`config.mk`:
```
export PLATFORM = sky130hd
export DESIGN_NAME = cf_ctrl
export DESIGN_NICKNAME = d
export VERILOG_FILES = /design/src/hw/rtl/cf_pkg.sv /design/src/hw/rtl/cf_ctrl.sv
export SDC_FILE = /design/constraint.sdc
export NUM_CORES = 1
export LEC_CHECK = 0
export BUFFER_PORTS_ARGS = -buffer_cell sky130_fd_sc_hd__clkbuf_2
export CAP_MARGIN = 25
export CORE_ASPECT_RATIO = 1.5
export CORE_MARGIN = 4
export CORE_UTILIZATION = 35
export CTS_CLUSTER_DIAMETER = 100
export CTS_CLUSTER_SIZE = 8
export DETAILED_ROUTE_END_ITERATION = 10
export SYNTH_ARGS = -nofsm -noshare
export SYNTH_HDL_FRONTEND = slang
export SYNTH_SLANG_ARGS = --single-unit
```
`constraint.sdc`:
```
create_clock -name i_clk -period 4.6 [get_ports i_clk]
set_clock_uncertainty 0.15 [all_clocks]
set_input_delay 1.15 -clock i_clk [delete_from_list [all_inputs] [get_ports i_clk]]
set_output_delay 1.15 -clock i_clk [all_outputs]
set_load 0.05 [all_outputs]
```
`src/hw/rtl/cf_pkg.sv`:
```
package cf_pkg;

    localparam int DATA_W   = 32;
    localparam int CFG_W    = 4;
    localparam int IDX_OUT_W = 3;
    localparam int ACC_W    = 64;
    localparam int FRAC_W   = 16;
    localparam int RAD_W    = 31;
    localparam int ROOT_W   = 24;
    localparam int SQ_W     = 48;
    localparam int SQ_STEPS = 24;
    localparam int DIV_STEPS = 32;
    localparam logic [CFG_W-1:0] SIZE_RESET = 4'd8;

    typedef struct packed {
        logic load;
        logic clr;
        logic rd;
        logic rd_a;
        logic sqrt_go;
        logic div_go;
        logic wr_l;
        logic wr_div;
        logic out_rd;
        logic out_zero;
        logic out_last;
        logic fail;
    } t_cmd;

    typedef struct packed {
        logic rad_bad;
        logic sqrt_done;
        logic div_done;
    } t_stat;

endpackage

```
`src/hw/rtl/cf_ctrl.sv`:
```
module cf_ctrl #(
    parameter int MAX_ORDER = 8,
    localparam int CELLS = MAX_ORDER * MAX_ORDER,
    localparam int AW    = (CELLS > 1) ? $clog2(CELLS) : 1
) (
    input  logic                          i_clk,
    input  logic                          i_rst_n,
    input  logic                          start,
    output logic                          busy,
    input  logic                          i_cfg_valid,
    input  logic [cf_pkg::CFG_W-1:0]      i_cfg_data,
    output cf_pkg::t_cmd                  o_cmd,
    input  cf_pkg::t_stat                 i_stat,
    output logic [AW-1:0]                 o_load_addr,
    output logic [AW-1:0]                 o_a_addr,
    output logic [AW-1:0]                 o_l_addr1,
    output logic [AW-1:0]                 o_l_addr2,
    output logic [AW-1:0]                 o_l_waddr,
    output logic [cf_pkg::IDX_OUT_W-1:0]  o_out_row,
    output logic [cf_pkg::IDX_OUT_W-1:0]  o_out_col
);

    localparam int IW    = (MAX_ORDER > 1) ? $clog2(MAX_ORDER) : 1;
    localparam int OW    = $clog2(MAX_ORDER + 1);
    localparam int CW    = $clog2(CELLS + 1);

    localparam logic [2:0] S_IDLE  = 3'd0;
    localparam logic [2:0] S_START = 3'd1;
    localparam logic [2:0] S_DOT   = 3'd2;
    localparam logic [2:0] S_DRAIN = 3'd3;
    localparam logic [2:0] S_EVAL  = 3'd4;
    localparam logic [2:0] S_SQRT  = 3'd5;
    localparam logic [2:0] S_DIV   = 3'd6;
    localparam logic [2:0] S_OUT   = 3'd7;

    logic [2:0]               r_state, n_state;
    logic [cf_pkg::CFG_W-1:0] r_size;
    logic [CW-1:0]            r_cnt, n_cnt;
    logic [OW-1:0]            r_n, n_n, r_failcol, n_failcol;
    logic [IW-1:0]            r_i, n_i, r_j, n_j, r_k, n_k, r_r, n_r, r_c, n_c;
    logic [1:0]               r_drain, n_drain;
    logic                     r_fail, n_fail;
    logic [OW-1:0]            w_n;
    logic [CW-1:0]            w_cnt_inc;
    logic                     w_last;

    function automatic logic [AW-1:0] flat(input logic [IW-1:0] row,
                                           input logic [IW-1:0] col,
                                           input logic [OW-1:0] n);
        return AW'(int'(row) * int'(n) + int'(col));
    endfunction

    always_comb begin
        if (r_size == '0) begin
            w_n = OW'(1);
        end else if (int'(r_size) > MAX_ORDER) begin
            w_n = OW'(MAX_ORDER);
        end else begin
            w_n = OW'(r_size);
        end
    end

    assign w_cnt_inc = (int'(r_cnt) < CELLS) ? r_cnt + CW'(1) : r_cnt;
    assign w_last    = (int'(r_r) == int'(r_n) - 1) && (int'(r_c) == int'(r_n) - 1);

    always_comb begin
        n_state     = r_state;
        n_cnt       = r_cnt;
        n_n         = r_n;
        n_failcol   = r_failcol;
        n_i         = r_i;
        n_j         = r_j;
        n_k         = r_k;
        n_r         = r_r;
        n_c         = r_c;
        n_drain     = r_drain;
        n_fail      = r_fail;
        o_cmd       = '0;
        o_cmd.fail  = r_fail;
        o_load_addr = r_cnt[AW-1:0];
        o_a_addr    = flat(r_j, r_i, r_n);
        o_l_addr1   = flat(r_j, r_k, r_n);
        o_l_addr2   = flat(r_i, r_k, r_n);
        o_l_waddr   = flat(r_j, r_i, r_n);
        o_out_row   = cf_pkg::IDX_OUT_W'(r_r);
        o_out_col   = cf_pkg::IDX_OUT_W'(r_c);
        case (r_state)
            S_IDLE: begin
                if (start) begin
                    o_cmd.load = int'(r_cnt) < CELLS;
                    n_cnt      = w_cnt_inc;
                    if (int'(w_cnt_inc) >= int'(w_n) * int'(w_n)) begin
                        n_cnt     = '0;
                        n_n       = w_n;
                        n_i       = '0;
                        n_j       = '0;
                        n_fail    = 1'b0;
                        n_failcol = w_n;
                        n_state   = S_START;
                    end
                end
            end
            S_START: begin
                o_cmd.clr  = 1'b1;
                o_cmd.rd_a = 1'b1;
                n_k        = '0;
                n_state    = S_DOT;
            end
            S_DOT: begin
                if (r_k < r_i) begin
                    o_cmd.rd = 1'b1;
                    n_k      = r_k + IW'(1);
                end else begin
                    n_drain = 2'd3;
                    n_state = S_DRAIN;
                end
            end
            S_DRAIN: begin
                // let the multiply and accumulate stages empty
                if (r_drain == 2'd0) begin
                    n_state = S_EVAL;
                end else begin
                    n_drain = r_drain - 2'd1;
                end
            end
            S_EVAL: begin
                if (r_j == r_i) begin
                    if (i_stat.rad_bad) begin
                        n_fail    = 1'b1;
                        n_failcol = OW'(r_i);
                        n_r       = '0;
                        n_c       = '0;
                        n_state   = S_OUT;
                    end else begin
                        o_cmd.sqrt_go = 1'b1;
                        n_state       = S_SQRT;
                    end
                end else begin
                    o_cmd.div_go = 1'b1;
                    n_state      = S_DIV;
                end
            end
            S_SQRT: begin
                if (i_stat.sqrt_done) begin
                    o_cmd.wr_l = 1'b1;
                    if (int'(r_i) + 1 < int'(r_n)) begin
                        n_j     = r_i + IW'(1);
                        n_state = S_START;
                    end else begin
                        n_r     = '0;
                        n_c     = '0;
                        n_state = S_OUT;
                    end
                end
            end
            S_DIV: begin
                if (i_stat.div_done) begin
                    o_cmd.wr_l   = 1'b1;
                    o_cmd.wr_div = 1'b1;
                    if (int'(r_j) + 1 < int'(r_n)) begin
                        n_j = r_j + IW'(1);
                    end else begin
                        // next column starts at its diagonal
                        n_i = r_i + IW'(1);
                        n_j = r_i + IW'(1);
                    end
                    n_state = S_START;
                end
            end
            S_OUT: begin
                o_cmd.out_rd   = 1'b1;
                o_l_addr1      = flat(r_r, r_c, r_n);
                o_cmd.out_zero = (r_c > r_r) || (int'(r_c) >= int'(r_failcol));
                o_cmd.out_last = w_last;
                if (w_last) begin
                    n_state = S_IDLE;
                end else if (int'(r_c) == int'(r_n) - 1) begin
                    n_c = '0;
                    n_r = r_r + IW'(1);
                end else begin
                    n_c = r_c + IW'(1);
                end
            end
            default: begin
                n_state = S_IDLE;
            end
        endcase
    end

    always_ff @(posedge i_clk) begin
        if (!i_rst_n) begin
            r_state <= S_IDLE;
            r_size  <= cf_pkg::SIZE_RESET;
            r_cnt   <= '0;
            r_fail  <= 1'b0;
        end else begin
            r_state <= n_state;
            r_cnt   <= n_cnt;
            r_fail  <= n_fail;
            if (i_cfg_valid) begin
                r_size <= i_cfg_data;
            end
        end
    end

    always_ff @(posedge i_clk) begin
        r_n       <= n_n;
        r_failcol <= n_failcol;
        r_i       <= n_i;
        r_j       <= n_j;
        r_k       <= n_k;
        r_r       <= n_r;
        r_c       <= n_c;
        r_drain   <= n_drain;
    end

    assign busy = r_state != S_IDLE;

endmodule

```
==> Word level (Yosys, flattened, before mapping) <==
Cells that the tools add are included.
{ "totals": {"inputBits": 11, "register_bits": 40} }
{ "classes": {"n_eq_ne": 26, "reduce_logical": 22, "order_cmp": 8, "muxes": 65, "mul": 4, "add_sub_neg": 14} }
{ "ops": {"columns": ["operator", "n"], "rows": [
  ["$mux 3", 26],
  ["$ne 2x2->1 const B", 16],
  ["$pmux 3 s3", 3],
  ["$mux 4", 6],
  ["$pmux 3 s8", 1],
  ["$add 6x3->6", 3],
  ["$mul 3x4->6", 3],
  ["$add 3x1->3 const B", 5],
  ["$mux 1", 14],
  ["$mux 7", 2],
  ["$reduce_and 7->1", 2],
  ["$eq 3x3->1 const B", 4],
  ["$mux 2", 6],
  ["$pmux 3 s2", 2],
  ["$reduce_and 6->1", 2],
  ["$eq 4x5->1", 2],
  ["$reduce_and 5->1", 2],
  ["$reduce_bool 3->1", 3],
  ["$add 3x1->4 const B", 2],
  ["$ge 7x8->1", 1],
  ["$lt 4x4->1", 2],
  ["$mul 4x4->8", 1],
  ["$pmux 4 s2", 1],
  ["$reduce_bool 2->1", 4],
  ["22 further kinds", 26]
]} }

==> Depth between registers and ports, before layout <==
{ "logic_depth": {"word_depth": 8, "depth_mapped": 15, "depth_no_buf": 13} }

==> Least setup slack after synthesis <==
No wires, ideal clock.
{ "synth_timing": {"kind": "reg-to-output", "startpoint": "reg r_r[2] (netlist: o_out_row[2])", "endpoint": "out o_l_addr1[4]", "stages_incl_launch_ff": 11, "t_required_ps": 3300, "n_path_buf": 1, "arrival_ps": 3477, "slack_ps": -177, "cell_sequence": "edfxtp_1 buf_2 nand2_1 fa_1 fa_1 inv_1 ha_1 a21o_1 a21oi_1 xor2_1 a21oi_1"} }
{ "synth_between": {"elab_chain_cells": 3} }
{ "synth_lines": {"columns": ["element", "line_no", "source"], "rows": [
  ["from (decl)", "cf_ctrl.sv:40", "logic [IW-1:0] r_i, n_i, r_j, n_j, r_k, n_k, r_r, n_r, r_c, n_c;"],
  ["from (signal assigned)", "cf_ctrl.sv:212", "r_r <= n_r;"],
  ["$mul 3x4->6", "cf_ctrl.sv:50", "return AW'(int'(row) * int'(n) + int'(col));"],
  ["$add 6x3->6", "cf_ctrl.sv:50", null],
  ["$mux 6", "cf_ctrl.sv:87", "case (r_state)"],
  ["to (decl)", "cf_ctrl.sv:16", "output logic [AW-1:0] o_l_addr1,"]
]} }
No other way between the ends.

==> Final worst setup path <==
{ "layout_timing": {"startpoint": "reg r_n[1]", "endpoint": "out o_l_addr1[5]"} }
{ "layout_between": {"elab_chain_cells": 3, "elab_cells_between_ends": 5} }
{ "layout_lines": {"columns": ["element", "line_no", "source"], "rows": [
  ["from (decl)", "cf_ctrl.sv:39", "logic [OW-1:0] r_n, n_n, r_failcol, n_failcol;"],
  ["from (signal assigned)", "cf_ctrl.sv:207", "r_n <= n_n;"],
  ["$mul 3x4->6", "cf_ctrl.sv:50", null],
  ["$add 6x4->6 or $add 6x3->6 (tied branches)", "cf_ctrl.sv:50", null],
  ["$mux 6 *", "cf_ctrl.sv:87", null]
]} }
Mark *: on every way between the ends. The rest lies on a longest branch, timed or not.

==> impl_results.md <==
* Status: completed
* PortBufs at 59
* Layout cells sized above 1 at 0.1964
* # diodes at 0
* Normalized max-slew margin at 0.4481
* Crit. End Element: primary output
* Tot Pwr at 1.409 mW
* Final setup violation count at 0
* Largest net degree at the start of global routing at 19
* # IOs at 60
* Drt total wl at 11030 um
* Syn_area_per_cell at 8.704 um2
* CP max FO at 6
* Clock root buffer: clkbuf_16
* Vias per cell at 5.171
* Die area at 14430 um2
* Minimum clock period at 4480 ps
* Largest family of logic cells by synthesized area: adder cells
* Leakage at 2.407 nW
* Hold crit path type: reg2reg
* Layout Utilization at 0.4161
* Sinks on Clock Net at 40
* Max Freq at 223.2 MHz
* YS warnings at 0
* Drt wl/cell at 15.58 um
* Core box area at 12140 um2
* Inst Count DP at 694
* CP Class: reg2out
* TritonCTS buffer count at 5
* GR Layer Usage met2 at 0.2998
* Main synth FF type: edfxtp_1
* Asr flop ratio synth at 0
* DP Wirelength at 9067 um
* Total GRT Usage at 0.1585
* Most used cells in the layout excluding fill and tap cells: 63 x ha_1, 54 x clkbuf_2, 49 x nand2_1, 47 x nor2_1, 41 x inv_1
* Routed vias at 3661
* Met3 usage at 0.02257
* XOR/XNOR Fraction of Synth Area at 0.09099
* Worst EP required at 3300 ps
* Hold_buf cts at 0
* Pwr dens at 278.9 nW/um2
* Nets at 642
* Die X at 99.41 um
* Simple-gate share of the synthesized area at 0.2005
* Max_cap viols at 0
* Worst skew pair latency at 290 ps
* Most common cell after layout, fill and taps aside: ha_1
* Sequential-to-total area share from yosys stat at 0.2396
* Drt first-iter violations at 153
* Final hold vios at 0
* Final std cells w/o fill at 708
* Grt met1 use at 0.1673
* Initial Utilization at 0.3614
* Die H at 145.1 um
* Max-slew violation count at 0
* First-pass GRT wire length at 18690 um
* Synthesized area at 4387 um2
* Clock tree buffer depth at 2
* Distinct cells, synth at 55
* H-tree levels at 2
* Critical path launch point type: register
* Antenna violations before repair at 0
* Num rows at 49
* DRC viols at 0
* RD Place Congestion at 0.8586
* Post-synthesis adder-cell area fraction at 0.2436
* Least-Margin Pin Slew at 822.3 ps
* DR pass1 iterations at 6
* # fillers at 1226
* #FFs+latches synth at 40
* Vias in the first global route at 3882
* Post-synthesis mux area share at 0.02139
* Critical path arrival at 3180 ps
* Total grt overflow at 0
* Fin crit share at 0.9738
* Hold_ws at 359.9 ps
* CTS tree: yes
* GRT busiest layer: met2
* Compound-Gate Fraction of Synth Area at 0.1184
* DP Area at 4787 um2
* Mapped Cells at 504
* EDFF count, synth at 25
* Reg clk slew, reported paths at 60 ps
* ANT nets after route at 0
* Synth-to-layout area growth at 15.15%
* Worst vdd ir at 264.0 uV
* Final instance area at 5051 um2
-- synthesized netlist by cell type (all sizes together), types with 2 or more instances --
cell type  number  area (um2)
nor4            2       12.51
nor3           11       60.06
nor2           47       176.4
edfxtp         25       750.7
fa             14       280.3
nand4b          3       26.28
nor2b           3       18.77
a21o           11       82.58
mux2            3       33.78
nand3b          2       15.01
and2           19       118.9
xor2           15       131.4
nand4           4       25.02
nand3          11       55.05
a21oi          26       133.9
or3b            2       20.02
o221ai          2       23.77
o21bai          3       22.52
o21a            2       15.01
o21ai          10       50.05
o211ai          2       15.01
clkbuf          9       33.78
buf            28       183.9
mux2i           6       60.06
nand2b          7       43.79
a22oi           3       22.52
inv            41       153.9
ha             63       788.3
or3             3       18.77
and3           11       68.82
nand2          49       183.9
a31oi           7       43.79
a211oi          4       57.56
nor3b           3       22.52
xnor2          28       245.2
dfxtp          15       300.3
-- repair_timing --
action,4_1_cts,5_1_grt
gates resized for setup,2,15
buffers inserted,4,2
endpoints found under the setup margin,1,5
pin swaps,1,1
-- sequential cells by signal, summed over array words and instances, names as in the netlist, 4 cells and up --
| signal | cells |
|---|---|
| r_cnt | 7 |
| r_failcol | 4 |
| r_n | 4 |
| r_size | 4 |
-- power by group --
part / leakage (nW) / internal, mW / switching, mW
combinational: 1.97 / 0.171 / 0.392
clock: 0.0798 / 0.255 / 0.146
sequential: 0.355 / 0.405 / 0.0400
total: 2.41 / 0.831 / 0.578
-- per-layer routing --
layer  wire, um  vias to the layer above
li1           -                     1805
met1       4257                     1744
met2       5966                       82
met3        367                       30
met4        441                        0
met5          0                        -
-- logic make-up (layout without fill, tap and decap cells) --
| group | count (synthesis) | in the layout |
|---|---|---|
| other | 1 | 2 |
| buffers and inverters | 78 | 128 |
| AOI/OAI and AO/OA | 76 | 76 |
| adders and majority gates | 77 | 77 |
| xor gates and xnor gates | 44 | 44 |
| muxes | 9 | 9 |
| DFF | 40 | 40 |
| and+or+nand+nor | 179 | 179 |
-- critical path: stages (launching register included) --
cell	delay, ps
edfxtp_1	480
nand2_1	120
fa_1	430
fa_1	510
inv_1	70
fa_2	410
a21o_1	200
a21oi_2	140
xnor2_1	80
mux2_2	270
clkbuf_8	180
-- area by class of cell --
| class | instances | area, um2 | share of cell area |
|---|---|---|---|
| multi-input cells | 387 | 3028 | 0.5995 |
| flip-flops and latches | 40 | 1051 | 0.2081 |
| repair buffers | 79 | 459.2 | 0.09091 |
| clock buffers | 5 | 125.1 | 0.02477 |
| inverters | 41 | 153.9 | 0.03047 |
| well taps | 153 | 191.4 | 0.03790 |
| clock inverters | 3 | 42.54 | 0.008422 |
-- metrics by stage --
| stage | worst slack (ps) | TNS [ps] |
|---|---|---|
| floorplan | 11.98 | 0 |
| global placement | 248.0 | 0 |
| detailed placement | 186.5 | 0 |
| CTS | 3.195 | 0 |
| global route | -1.049 | -1.049 |
| finish | 120.4 | 0 |
-- final timing paths --
| check | from | to | slack [ps] | cells after the start |
|---|---|---|---|---|
| worst max-delay path | r_n[1] | o_l_addr1[5] | 120 | 10 |
| worst min-delay path | r_fail | r_fail | 360 | 2 |
| worst min register to register | r_fail | r_fail | 360 | 2 |
| worst max register to register | r_size[3] | r_failcol[0] | 600 | 12 |
No activity file was read; power rests on OpenSTA's default activity.
